**src/rtl/pdlr_pkg.sv**
```systemverilog
// shared constants, types and the reciprocal table of the pcm downmix resampler
// no dependencies
package pdlr_pkg;

    localparam int SAMPLE_W = 16;
    localparam int MONO_W = 24;
    localparam int MIX_SHIFT = MONO_W - SAMPLE_W;
    localparam int CHAN_FIELDS = 8;
    localparam int COUNT_W = 4;
    localparam int STEP_W = 21;
    localparam int CFG_IDX_W = 1;
    localparam int CFG_DATA_W = 21;

    localparam int DEF_MAX_CHANNELS = 8;
    localparam int DEF_FRAC_BITS = 16;

    localparam logic [COUNT_W-1:0] CHANNEL_COUNT_RESET = 4'd2;
    localparam logic [STEP_W-1:0] PHASE_STEP_RESET = 21'd180634;

    localparam logic [CFG_IDX_W-1:0] CFG_CHANNEL_COUNT = 1'd0;
    localparam logic [CFG_IDX_W-1:0] CFG_PHASE_STEP = 1'd1;

    localparam int RECIP_SHIFT = 30;
    localparam int RECIP_W = 31;

    typedef struct packed {
        logic run_end;
        logic stream_end;
    } tag_t;

    // floor(2^30 / n) for the clamped channel count
    function automatic logic [RECIP_W-1:0] recip(input logic [COUNT_W-1:0] n);
        logic [RECIP_W-1:0] r;
        unique case (n)
            4'd1:    r = 31'd1073741824;
            4'd2:    r = 31'd536870912;
            4'd3:    r = 31'd357913941;
            4'd4:    r = 31'd268435456;
            4'd5:    r = 31'd214748364;
            4'd6:    r = 31'd178956970;
            4'd7:    r = 31'd153391689;
            default: r = 31'd134217728;
        endcase
        return r;
    endfunction

endpackage

```
**src/rtl/pdlr_frame_if.sv**
```systemverilog
// frame and result channels of the pcm downmix resampler
// depends on pdlr_pkg
interface pdlr_frame_if;
    import pdlr_pkg::*;

    logic                       valid;
    logic                       ready;
    logic signed [SAMPLE_W-1:0] chan0_sample;
    logic signed [SAMPLE_W-1:0] chan1_sample;
    logic signed [SAMPLE_W-1:0] chan2_sample;
    logic signed [SAMPLE_W-1:0] chan3_sample;
    logic signed [SAMPLE_W-1:0] chan4_sample;
    logic signed [SAMPLE_W-1:0] chan5_sample;
    logic signed [SAMPLE_W-1:0] chan6_sample;
    logic signed [SAMPLE_W-1:0] chan7_sample;
    logic                       final_frame;

    modport source (
        output valid, chan0_sample, chan1_sample, chan2_sample, chan3_sample,
               chan4_sample, chan5_sample, chan6_sample, chan7_sample, final_frame,
        input  ready
    );
    modport sink (
        input  valid, chan0_sample, chan1_sample, chan2_sample, chan3_sample,
               chan4_sample, chan5_sample, chan6_sample, chan7_sample, final_frame,
        output ready
    );
endinterface

interface pdlr_result_if;
    import pdlr_pkg::*;

    logic                     valid;
    logic                     ready;
    logic signed [MONO_W-1:0] mono_out;
    logic                     run_end;
    logic                     stream_end;

    modport source (output valid, mono_out, run_end, stream_end, input ready);
    modport sink (input valid, mono_out, run_end, stream_end, output ready);
endinterface

```
**src/rtl/pdlr_lane.sv**
```systemverilog
// one downmix lane: holds its channel sample, zeroed when the channel is unused
// depends on pdlr_pkg
module pdlr_lane #(
    parameter int LANE_INDEX = 0
) (
    input  logic                                 clk,
    input  logic                                 load,
    input  logic signed [pdlr_pkg::SAMPLE_W-1:0] sample,
    input  logic [pdlr_pkg::COUNT_W-1:0]         count,
    output logic signed [pdlr_pkg::SAMPLE_W-1:0] value
);
    import pdlr_pkg::*;

    logic signed [SAMPLE_W-1:0] value_reg;

    always_ff @(posedge clk)
    begin
        if (load)
        begin
            value_reg <= (COUNT_W'(LANE_INDEX) < count) ? sample : '0;
        end
    end

    assign value = value_reg;

endmodule

```
**src/rtl/pdlr_mix.sv**
```systemverilog
// merge of the lanes: sum, scale to q1.23 and divide by the channel count
// division by reciprocal multiply with one correction step; depends on pdlr_pkg
module pdlr_mix #(
    parameter int MAX_CHANNELS = pdlr_pkg::DEF_MAX_CHANNELS
) (
    input  logic                                 clk,
    input  logic                                 rst_n,
    input  logic                                 start,
    input  logic signed [pdlr_pkg::SAMPLE_W-1:0] lane_value [MAX_CHANNELS],
    input  logic [pdlr_pkg::COUNT_W-1:0]         count,
    output logic signed [pdlr_pkg::MONO_W-1:0]   mono,
    output logic                                 done
);
    import pdlr_pkg::*;

    localparam int SUM_W = SAMPLE_W + $clog2(MAX_CHANNELS);
    localparam int X_W = SUM_W + MIX_SHIFT;
    localparam int PROD_W = X_W + RECIP_W;
    localparam int QN_W = X_W + COUNT_W + 1;

    logic signed [SUM_W-1:0]  sum_next;
    logic signed [SUM_W-1:0]  sum_reg;
    logic                     sum_valid_reg;
    logic [SUM_W-1:0]         mag_sum;
    logic [X_W-1:0]           x_next;
    logic [X_W-1:0]           x_reg;
    logic                     neg_reg;
    logic                     x_valid_reg;
    logic [PROD_W-1:0]        prod_reg;
    logic [X_W-1:0]           x_prod_reg;
    logic                     neg_prod_reg;
    logic                     prod_valid_reg;
    logic [X_W-1:0]           q_est;
    logic [QN_W-1:0]          qn1;
    logic [X_W-1:0]           q;
    logic [MONO_W-1:0]        q_low;
    logic signed [MONO_W-1:0] mono_next;
    logic signed [MONO_W-1:0] mono_reg;
    logic                     done_reg;

    always_comb
    begin
        sum_next = '0;
        for (int k = 0; k < MAX_CHANNELS; k++)
        begin
            sum_next = sum_next + SUM_W'(lane_value[k]);
        end
    end

    assign mag_sum = sum_reg[SUM_W-1] ? SUM_W'(-sum_reg) : SUM_W'(sum_reg);
    assign x_next = {mag_sum, {MIX_SHIFT{1'b0}}} + X_W'(count >> 1);

    assign q_est = prod_reg[RECIP_SHIFT +: X_W];
    assign qn1 = QN_W'(QN_W'(q_est) + QN_W'(1)) * QN_W'(count);
    assign q = (QN_W'(x_prod_reg) >= qn1) ? q_est + X_W'(1) : q_est;
    assign q_low = q[MONO_W-1:0];
    assign mono_next = neg_prod_reg ? MONO_W'(-q_low) : MONO_W'(q_low);

    always_ff @(posedge clk or negedge rst_n)
    begin
        if (!rst_n)
        begin
            sum_valid_reg <= 1'b0;
            x_valid_reg <= 1'b0;
            prod_valid_reg <= 1'b0;
            done_reg <= 1'b0;
        end
        else
        begin
            sum_valid_reg <= start;
            x_valid_reg <= sum_valid_reg;
            prod_valid_reg <= x_valid_reg;
            done_reg <= prod_valid_reg;
        end
    end

    always_ff @(posedge clk)
    begin
        if (start)
        begin
            sum_reg <= sum_next;
        end
        if (sum_valid_reg)
        begin
            x_reg <= x_next;
            neg_reg <= sum_reg[SUM_W-1];
        end
        if (x_valid_reg)
        begin
            prod_reg <= PROD_W'(x_reg) * PROD_W'(recip(count));
            x_prod_reg <= x_reg;
            neg_prod_reg <= neg_reg;
        end
        if (prod_valid_reg)
        begin
            mono_reg <= mono_next;
        end
    end

    assign mono = mono_reg;
    assign done = done_reg;

endmodule

```
**src/rtl/pdlr_interp.sv**
```systemverilog
// linear interpolation pipeline a + (b - a) * frac with rounding, three stages
// stalls as a whole on the result channel; depends on pdlr_pkg, pdlr_result_if
module pdlr_interp #(
    parameter int FRAC_BITS = pdlr_pkg::DEF_FRAC_BITS
) (
    input  logic                               clk,
    input  logic                               rst_n,
    input  logic                               issue_valid,
    input  logic signed [pdlr_pkg::MONO_W-1:0] a,
    input  logic signed [pdlr_pkg::MONO_W-1:0] b,
    input  logic [FRAC_BITS-1:0]               frac,
    input  pdlr_pkg::tag_t                     tag,
    output logic                               issue_ready,
    pdlr_result_if.source                      result
);
    import pdlr_pkg::*;

    localparam int DIFF_W = MONO_W + 1;
    localparam int PROD_W = MONO_W + FRAC_BITS;
    localparam logic [PROD_W:0] HALF = (PROD_W + 1)'(1) << (FRAC_BITS - 1);

    logic                     adv;
    logic signed [DIFF_W-1:0] diff;

    logic                     s1_valid_reg;
    logic signed [MONO_W-1:0] s1_a_reg;
    logic [MONO_W-1:0]        s1_mag_reg;
    logic                     s1_neg_reg;
    logic [FRAC_BITS-1:0]     s1_frac_reg;
    tag_t                     s1_tag_reg;

    logic                     s2_valid_reg;
    logic signed [MONO_W-1:0] s2_a_reg;
    logic [PROD_W-1:0]        s2_prod_reg;
    logic                     s2_neg_reg;
    tag_t                     s2_tag_reg;

    logic [PROD_W:0]          rounded;
    logic [DIFF_W-1:0]        r_ext;
    logic signed [DIFF_W-1:0] sum_ext;

    logic                     out_valid_reg;
    logic signed [MONO_W-1:0] out_mono_reg;
    tag_t                     out_tag_reg;

    assign adv = !out_valid_reg || result.ready;
    assign issue_ready = adv;
    assign diff = DIFF_W'(b) - DIFF_W'(a);

    assign rounded = (PROD_W + 1)'(s2_prod_reg) + HALF;
    assign r_ext = {1'b0, rounded[FRAC_BITS +: MONO_W]};
    assign sum_ext = DIFF_W'(s2_a_reg) + (s2_neg_reg ? -r_ext : r_ext);

    always_ff @(posedge clk or negedge rst_n)
    begin
        if (!rst_n)
        begin
            s1_valid_reg <= 1'b0;
            s2_valid_reg <= 1'b0;
            out_valid_reg <= 1'b0;
        end
        else if (adv)
        begin
            s1_valid_reg <= issue_valid;
            s2_valid_reg <= s1_valid_reg;
            out_valid_reg <= s2_valid_reg;
        end
    end

    always_ff @(posedge clk)
    begin
        if (adv)
        begin
            s1_a_reg <= a;
            s1_mag_reg <= diff[DIFF_W-1] ? MONO_W'(-diff) : MONO_W'(diff);
            s1_neg_reg <= diff[DIFF_W-1];
            s1_frac_reg <= frac;
            s1_tag_reg <= tag;

            s2_a_reg <= s1_a_reg;
            s2_prod_reg <= PROD_W'(s1_mag_reg) * PROD_W'(s1_frac_reg);
            s2_neg_reg <= s1_neg_reg;
            s2_tag_reg <= s1_tag_reg;

            out_mono_reg <= sum_ext[MONO_W-1:0];
            out_tag_reg <= s2_tag_reg;
        end
    end

    assign result.valid = out_valid_reg;
    assign result.mono_out = out_mono_reg;
    assign result.run_end = out_tag_reg.run_end;
    assign result.stream_end = out_tag_reg.stream_end;

endmodule

```
**src/rtl/pcm_downmix_linear_resampler.sv**
```systemverilog
// pcm downmix and linear resampler: frame in, zero or more mono samples out
// a new frame is taken only in idle, after every result of the last frame has been issued;
// one issue a cycle while the result channel takes them
// reset: asynchronous, clears the stream state, channel_count 2, phase_step 180634
// depends on pdlr_pkg, pdlr_frame_if, pdlr_lane, pdlr_mix, pdlr_interp
module pcm_downmix_linear_resampler #(
    parameter int MAX_CHANNELS = pdlr_pkg::DEF_MAX_CHANNELS,
    parameter int FRAC_BITS = pdlr_pkg::DEF_FRAC_BITS
) (
    input  logic                            clk,
    input  logic                            rst_n,
    input  logic                            cfg_wr_en,
    input  logic [pdlr_pkg::CFG_IDX_W-1:0]  cfg_addr,
    input  logic [pdlr_pkg::CFG_DATA_W-1:0] cfg_wdata,
    pdlr_frame_if.sink                      frame,
    pdlr_result_if.source                   result
);
    import pdlr_pkg::*;

    localparam int POS_W = FRAC_BITS + 5;
    localparam logic [POS_W-1:0] ONE_POS = POS_W'(1) << FRAC_BITS;
    localparam logic [POS_W-1:0] TWO_POS = POS_W'(2) << FRAC_BITS;
    localparam logic [31:0] STEP_MIN = 32'(1) << (FRAC_BITS - 4);
    localparam logic [31:0] STEP_MAX = 32'(1) << (FRAC_BITS + 4);

    localparam logic [1:0] ST_IDLE = 2'd0;
    localparam logic [1:0] ST_MIX = 2'd1;
    localparam logic [1:0] ST_RUN1 = 2'd2;
    localparam logic [1:0] ST_RUN2 = 2'd3;

    logic [COUNT_W-1:0]       channel_count_reg;
    logic [STEP_W-1:0]        phase_step_reg;

    logic [1:0]               state_reg;
    logic [1:0]               state_next;
    logic                     final_reg;
    logic                     final_next;
    logic signed [MONO_W-1:0] cur_reg;
    logic signed [MONO_W-1:0] cur_next;
    logic signed [MONO_W-1:0] prev_reg;
    logic signed [MONO_W-1:0] prev_next;
    logic                     have_prev_reg;
    logic                     have_prev_next;
    logic [POS_W-1:0]         pos_reg;
    logic [POS_W-1:0]         pos_next;
    logic                     lane_valid_reg;

    logic                     accept;
    logic [COUNT_W-1:0]       n_used;
    logic [31:0]              step_wide;
    logic [31:0]              step_sel;
    logic [POS_W-1:0]         step;
    logic [POS_W-1:0]         next_pos;
    logic                     pos_done;

    logic signed [SAMPLE_W-1:0] chan_sample [CHAN_FIELDS];
    logic signed [SAMPLE_W-1:0] lane_value [MAX_CHANNELS];
    logic signed [MONO_W-1:0]   mono;
    logic                       mix_done;

    logic                     issue_valid;
    logic                     issue_ready;
    logic signed [MONO_W-1:0] issue_a;
    logic signed [MONO_W-1:0] issue_b;
    logic [FRAC_BITS-1:0]     issue_frac;
    tag_t                     issue_tag;

    assign frame.ready = (state_reg == ST_IDLE);
    assign accept = frame.valid && frame.ready;

    assign chan_sample[0] = frame.chan0_sample;
    assign chan_sample[1] = frame.chan1_sample;
    assign chan_sample[2] = frame.chan2_sample;
    assign chan_sample[3] = frame.chan3_sample;
    assign chan_sample[4] = frame.chan4_sample;
    assign chan_sample[5] = frame.chan5_sample;
    assign chan_sample[6] = frame.chan6_sample;
    assign chan_sample[7] = frame.chan7_sample;

    assign n_used = (channel_count_reg == '0) ? COUNT_W'(1) :
                    (channel_count_reg > COUNT_W'(MAX_CHANNELS)) ? COUNT_W'(MAX_CHANNELS) :
                    channel_count_reg;

    assign step_wide = 32'(phase_step_reg);
    assign step_sel = (step_wide < STEP_MIN) ? STEP_MIN :
                      (step_wide > STEP_MAX) ? STEP_MAX : step_wide;
    assign step = step_sel[POS_W-1:0];

    assign next_pos = pos_reg + step;
    assign pos_done = (pos_reg >= ONE_POS);

    // config registers
    always_ff @(posedge clk or negedge rst_n)
    begin
        if (!rst_n)
        begin
            channel_count_reg <= CHANNEL_COUNT_RESET;
            phase_step_reg <= PHASE_STEP_RESET;
        end
        else if (cfg_wr_en)
        begin
            unique case (cfg_addr)
                CFG_CHANNEL_COUNT: channel_count_reg <= cfg_wdata[COUNT_W-1:0];
                CFG_PHASE_STEP:    phase_step_reg <= cfg_wdata[STEP_W-1:0];
                default:           ;
            endcase
        end
    end

    genvar k;
    generate
        for (k = 0; k < MAX_CHANNELS; k++)
        begin : g_lane
            pdlr_lane #(
                .LANE_INDEX(k)
            ) u_lane (
                .clk    (clk),
                .load   (accept),
                .sample (chan_sample[k]),
                .count  (n_used),
                .value  (lane_value[k])
            );
        end
    endgenerate

    pdlr_mix #(
        .MAX_CHANNELS(MAX_CHANNELS)
    ) u_mix (
        .clk        (clk),
        .rst_n      (rst_n),
        .start      (lane_valid_reg),
        .lane_value (lane_value),
        .count      (n_used),
        .mono       (mono),
        .done       (mix_done)
    );

    // issue of one output position per cycle while the interpolator can advance
    always_comb
    begin
        issue_valid = 1'b0;
        issue_a = prev_reg;
        issue_b = prev_reg;
        issue_frac = '0;
        issue_tag = '0;
        if (state_reg == ST_RUN1)
        begin
            issue_valid = !pos_done && issue_ready;
            issue_b = cur_reg;
            issue_frac = pos_reg[FRAC_BITS-1:0];
            issue_tag.run_end = (next_pos >= ONE_POS) && !(final_reg && (next_pos < TWO_POS));
        end
        else if (state_reg == ST_RUN2)
        begin
            issue_valid = !pos_done && issue_ready;
            issue_tag.run_end = (next_pos >= ONE_POS);
        end
        issue_tag.stream_end = issue_tag.run_end && final_reg;
    end

    always_comb
    begin
        state_next = state_reg;
        final_next = final_reg;
        cur_next = cur_reg;
        prev_next = prev_reg;
        have_prev_next = have_prev_reg;
        pos_next = pos_reg;
        unique case (state_reg)
            ST_IDLE:
            begin
                if (accept)
                begin
                    final_next = frame.final_frame;
                    state_next = ST_MIX;
                end
            end
            ST_MIX:
            begin
                if (mix_done)
                begin
                    if (!have_prev_reg)
                    begin
                        prev_next = mono;
                        have_prev_next = 1'b1;
                        state_next = final_reg ? ST_RUN2 : ST_IDLE;
                    end
                    else
                    begin
                        cur_next = mono;
                        state_next = ST_RUN1;
                    end
                end
            end
            ST_RUN1:
            begin
                if (pos_done)
                begin
                    pos_next = pos_reg - ONE_POS;
                    prev_next = cur_reg;
                    state_next = final_reg ? ST_RUN2 : ST_IDLE;
                end
                else if (issue_valid)
                begin
                    pos_next = next_pos;
                end
            end
            ST_RUN2:
            begin
                if (pos_done)
                begin
                    prev_next = '0;
                    have_prev_next = 1'b0;
                    pos_next = '0;
                    state_next = ST_IDLE;
                end
                else if (issue_valid)
                begin
                    pos_next = next_pos;
                end
            end
            default: state_next = ST_IDLE;
        endcase
    end

    always_ff @(posedge clk or negedge rst_n)
    begin
        if (!rst_n)
        begin
            state_reg <= ST_IDLE;
            final_reg <= 1'b0;
            cur_reg <= '0;
            prev_reg <= '0;
            have_prev_reg <= 1'b0;
            pos_reg <= '0;
            lane_valid_reg <= 1'b0;
        end
        else
        begin
            state_reg <= state_next;
            final_reg <= final_next;
            cur_reg <= cur_next;
            prev_reg <= prev_next;
            have_prev_reg <= have_prev_next;
            pos_reg <= pos_next;
            lane_valid_reg <= accept;
        end
    end

    pdlr_interp #(
        .FRAC_BITS(FRAC_BITS)
    ) u_interp (
        .clk         (clk),
        .rst_n       (rst_n),
        .issue_valid (issue_valid),
        .a           (issue_a),
        .b           (issue_b),
        .frac        (issue_frac),
        .tag         (issue_tag),
        .issue_ready (issue_ready),
        .result      (result)
    );

endmodule
```
**src/flat_wrapper.sv**
```systemverilog
// flat-port wrapper written by rule: the top's interface ports become plain ports
module pcm_downmix_linear_resampler_flat import pdlr_pkg::*;
#(
    parameter int MAX_CHANNELS = pdlr_pkg::DEF_MAX_CHANNELS,
    parameter int FRAC_BITS = pdlr_pkg::DEF_FRAC_BITS
)
  (clk, rst_n, cfg_wr_en, cfg_addr, cfg_wdata, frame_valid, frame_chan0_sample, frame_chan1_sample, frame_chan2_sample, frame_chan3_sample, frame_chan4_sample, frame_chan5_sample, frame_chan6_sample, frame_chan7_sample, frame_final_frame, frame_ready, result_valid, result_mono_out, result_run_end, result_stream_end, result_ready);
  pdlr_frame_if frame_i ();
  pdlr_result_if result_i ();
  input  logic clk;
  input  logic rst_n;
  input  logic cfg_wr_en;
  input  logic [pdlr_pkg::CFG_IDX_W-1:0] cfg_addr;
  input  logic [pdlr_pkg::CFG_DATA_W-1:0] cfg_wdata;
  input wire logic [$bits(frame_i.valid)-1:0] frame_valid;
  input wire logic [$bits(frame_i.chan0_sample)-1:0] frame_chan0_sample;
  input wire logic [$bits(frame_i.chan1_sample)-1:0] frame_chan1_sample;
  input wire logic [$bits(frame_i.chan2_sample)-1:0] frame_chan2_sample;
  input wire logic [$bits(frame_i.chan3_sample)-1:0] frame_chan3_sample;
  input wire logic [$bits(frame_i.chan4_sample)-1:0] frame_chan4_sample;
  input wire logic [$bits(frame_i.chan5_sample)-1:0] frame_chan5_sample;
  input wire logic [$bits(frame_i.chan6_sample)-1:0] frame_chan6_sample;
  input wire logic [$bits(frame_i.chan7_sample)-1:0] frame_chan7_sample;
  input wire logic [$bits(frame_i.final_frame)-1:0] frame_final_frame;
  output wire logic [$bits(frame_i.ready)-1:0] frame_ready;
  output wire logic [$bits(result_i.valid)-1:0] result_valid;
  output wire logic [$bits(result_i.mono_out)-1:0] result_mono_out;
  output wire logic [$bits(result_i.run_end)-1:0] result_run_end;
  output wire logic [$bits(result_i.stream_end)-1:0] result_stream_end;
  input wire logic [$bits(result_i.ready)-1:0] result_ready;
  assign frame_i.valid = frame_valid;
  assign frame_i.chan0_sample = frame_chan0_sample;
  assign frame_i.chan1_sample = frame_chan1_sample;
  assign frame_i.chan2_sample = frame_chan2_sample;
  assign frame_i.chan3_sample = frame_chan3_sample;
  assign frame_i.chan4_sample = frame_chan4_sample;
  assign frame_i.chan5_sample = frame_chan5_sample;
  assign frame_i.chan6_sample = frame_chan6_sample;
  assign frame_i.chan7_sample = frame_chan7_sample;
  assign frame_i.final_frame = frame_final_frame;
  assign frame_ready = frame_i.ready;
  assign result_valid = result_i.valid;
  assign result_mono_out = result_i.mono_out;
  assign result_run_end = result_i.run_end;
  assign result_stream_end = result_i.stream_end;
  assign result_i.ready = result_ready;
  pcm_downmix_linear_resampler #(.MAX_CHANNELS(MAX_CHANNELS), .FRAC_BITS(FRAC_BITS)) u_core (.clk(clk), .rst_n(rst_n), .cfg_wr_en(cfg_wr_en), .cfg_addr(cfg_addr), .cfg_wdata(cfg_wdata), .frame(frame_i), .result(result_i));
endmodule
```
**config.mk**
```make
export PLATFORM = sky130hd
export DESIGN_NAME = pcm_downmix_linear_resampler_flat
export DESIGN_NICKNAME = d
export VERILOG_FILES = /design/src/rtl/pdlr_pkg.sv /design/src/rtl/pdlr_frame_if.sv /design/src/rtl/pdlr_lane.sv /design/src/rtl/pdlr_mix.sv /design/src/rtl/pdlr_interp.sv /design/src/rtl/pcm_downmix_linear_resampler.sv /design/src/flat_wrapper.sv
export SDC_FILE = /design/constraint.sdc
export NUM_CORES = 2
export LEC_CHECK = 0
export BUFFER_PORTS_ARGS = -buffer_cell sky130_fd_sc_hd__buf_4
export CAP_MARGIN = 20
export CORE_MARGIN = 10
export CORE_UTILIZATION = 48
export CTS_BUF_LIST = sky130_fd_sc_hd__clkbuf_8
export DETAILED_ROUTE_END_ITERATION = 8
export GPL_TIMING_DRIVEN = 0
export HOLD_SLACK_MARGIN = 0.02
export SLEW_MARGIN = 20
export SYNTH_ARGS = -nofsm -noshare
export SYNTH_HDL_FRONTEND = slang
export SYNTH_SLANG_ARGS = --single-unit
```
**constraint.sdc**
```tcl
create_clock -name clk -period 9.7 [get_ports clk]
set_clock_uncertainty 0.2 [all_clocks]
set_input_delay 1.94 -clock clk [delete_from_list [all_inputs] [get_ports clk]]
set_output_delay 1.94 -clock clk [all_outputs]
set_load 0.03 [all_outputs]
```
==> out/qor.csv <==
metric,value,unit
launch point of the critical path,u_core.channel_count_reg[1]$_DFFE_PN1P_,
top cell type's share of synthesized area,30.10,%
number of cells on the worst hold path,0,
Post-synth EDFFs,389,
post-route core utilization,52.78,%
number of ports placed on the die boundary,184,
Floorplan Core Area,121700,sq um
global-route wire length before repair,253.3,mm
crit-path most repeated cell,sky130_fd_sc_hd__fa_1,
Syn Area/Cell,9.949,sq um
number of register bits inferred by synthesis,495,
"leading cell type in the layout, fill and taps excluded",sky130_fd_sc_hd__inv_1,
count of different cell masters after synthesis,90,
"Async S/R FF share, synth",21.41,%
period utilization,97.21,%
outcome,"finished, final reports clean",
root buf cell,sky130_fd_sc_hd__clkbuf_8,
area of the mapped netlist,58790,sq um
final-report max-slew violation count,0,
y dimension of the die,370.0,um
instance count of the mapped netlist,5909,
detail-routed net length per standard cell,20.74,um
via count of the routed design,41310,
Synth Flop Type,sky130_fd_sc_hd__edfxtp_1,
row count,128,
number of port buffers,167,
nature of the critical path endpoint,register,
highest clock rate,106.1,MHz
Largest register FFs,128,
biggest fanout along the worst timing path,10,
max cap viols,0,
shortest period the worst path allows,9429,ps
total overflow reported by the global router,0,
signed area change from the synthesized netlist to the final layout,9.284,%
maximum vdd drop,176.2,uV
drt initial violations,2675,
highest-count cells in the layout ignoring fill and taps,"sky130_fd_sc_hd__inv_1, sky130_fd_sc_hd__fa_1, sky130_fd_sc_hd__nand2_1",
number of hold-slack violations in the final timing report,0,
startpoint of the tightest hold check path,u_core.u_interp.s1_a_reg[3]$_DFFE_PN_,
fraction of layout cells with a size suffix above 1,7.813,%
overall die width,370.0,um
Total GRT Usage,24.08,%
placer congestion estimate,1.001,
cell depth of the worst flop-to-flop path,27,
power density of the placed cells,142.2,nW/um^2
Leak Pwr,30.42,nW
largest incremental delay on the critical path,630,ps
Num CTS Buffers,86,
maximum number of pins on one net before global-route repair,69,
number of global-route vias before repair,43890,
# H-tree levels,3,
vias per inst,5.256,
data arrival time of the worst path,9690,ps
initial antenna violation count,5,
Worst Setup Start Kind,register,
"CTS clk-pin slew, worst paths",70,ps
sequential share of the synthesized area,24.40,%
Least-Margin Pin Slew,983.5,ps
Max Root-Sink Buffers,3,
remaining max-slew budget at the tightest pin,34.43,%
number of warnings reported in the yosys synthesis log,0,
endpoint required time on the critical path,9960,ps
syn nets,7418,
sum of negative setup slack,0,ps
Crit Path Class,register to register,
total number of clock tree sinks,495,
DRT antenna net count,0,
clock tree from TritonCTS,done,
Hold WC Path Type,register to register,
DRC violation count after routing,0,
RR Startpoint,u_core.channel_count_reg[1]$_DFFE_PN1P_,
clock latency of the later-clocked register in the worst-skew pair,750,ps
overall die area,136900,sq um
initial core utilization,48.30,%
cells taking the most area after synthesis,"sky130_fd_sc_hd__fa_1, sky130_fd_sc_hd__edfxtp_1, sky130_fd_sc_hd__ha_1, sky130_fd_sc_hd__inv_1, sky130_fd_sc_hd__dfrtp_1",
"Setup violations, final",0,
largest area contributor in the netlist,sky130_fd_sc_hd__fa_1,
slowest stage cell on the critical path,sky130_fd_sc_hd__dfstp_2,
nets,7674,
post-detailed-placement half-perimeter wirelength,136.3,mm
length of the first detailed-routing pass in iterations,6,
total wire length,163.0,mm
-- metal layers --
metal	global-route usage (%)	part of all wire, %
met1	30.48	41
met2	41.37	49
met3	3.626	5.9
met4	9.299	4.2
met5	0	0.012
-- power by group --
part	internal, mW	total (mW)	switching (mW)
combinational	1.91	4.84	2.93
clock	0.935	1.85	0.915
sequential	2.42	2.44	0.0208
-- stage by stage --
stage	area, sq um	hold WS (ps)	setup slack (ps)	cells	power (mW)
after floorplan	58790	200.3	1298	5909	5.659
after global placement	62070	201.6	-2293	7701	7.207
after detailed placement	62280	204.5	-1857	7709	7.258
after CTS	64060	205.8	5.983	7859	9.218
after global routing	64250	221.4	-14.79	7859	9.907
final	64250	199.0	270.9	7859	9.136
-- area by class of cell --
type	count	area, sq um
fillers	11360	57470
multi-input cells	4003	39410
flip-flops and latches	495	14350
inverters	1178	4422
well taps	1625	2033
repair buffers	183	1491
clock buffers	91	1252
plain buffers	218	890.9
clock inverters	65	394.1
diodes	1	2.502
-- logic make-up after synthesis --
family	count (synthesis)	synth area share [%]
simple gates	1664	13.90
buf+inv	1411	9.056
fa+ha+maj	1353	40.09
compound gates	623	6.900
flops	495	24.40
xor+xnor	299	4.455
mux	64	1.207
-- worst max-delay path, delay by kind of cell (launching register included) --
kind | cells | cell delay [ps]
fa+ha+maj | 8 | 4030
compound gates | 8 | 2070
simple gates | 6 | 1340
buf+inv | 4 | 750
flops | 1 | 630
xor+xnor | 1 | 120
-- worst paths after layout --
path                                                               to  slack, ps
worst max-delay path              u_core.u_mix.prod_reg[56]$_DFFE_PP_        270
worst min-delay path            u_core.u_interp.s2_a_reg[3]$_DFFE_PN_        200
worst max register to register    u_core.u_mix.prod_reg[56]$_DFFE_PP_        270
worst min register to register  u_core.u_interp.s2_a_reg[3]$_DFFE_PN_        200
max in group asynchronous        u_core.phase_step_reg[8]$_DFFE_PN1P_       7530
min in group asynchronous              u_core.issue_a[17]$_DFFE_PN0P_        920
-- synth_stat cells, drive strengths merged, types with 59 or more instances --
cell    count
nor2b     125
a21oi     175
nand2     644
nor2      221
o21ai     155
and3       59
nand3      65
ha        469
and2      313
fa        884
inv      1178
clkbuf    218
nor3       63
dfrtp      97
xor2      101
edfxtp    389
xnor2     198
-- what timing repair did --
action	4_1_cts	5_1_grt
resized for setup	46	52
hold buffers	0	0
pin swaps	2	6
buffers inserted	2	6
setup endpoints to repair	49	29
Note: power is estimated with default switching activity, not from simulation.
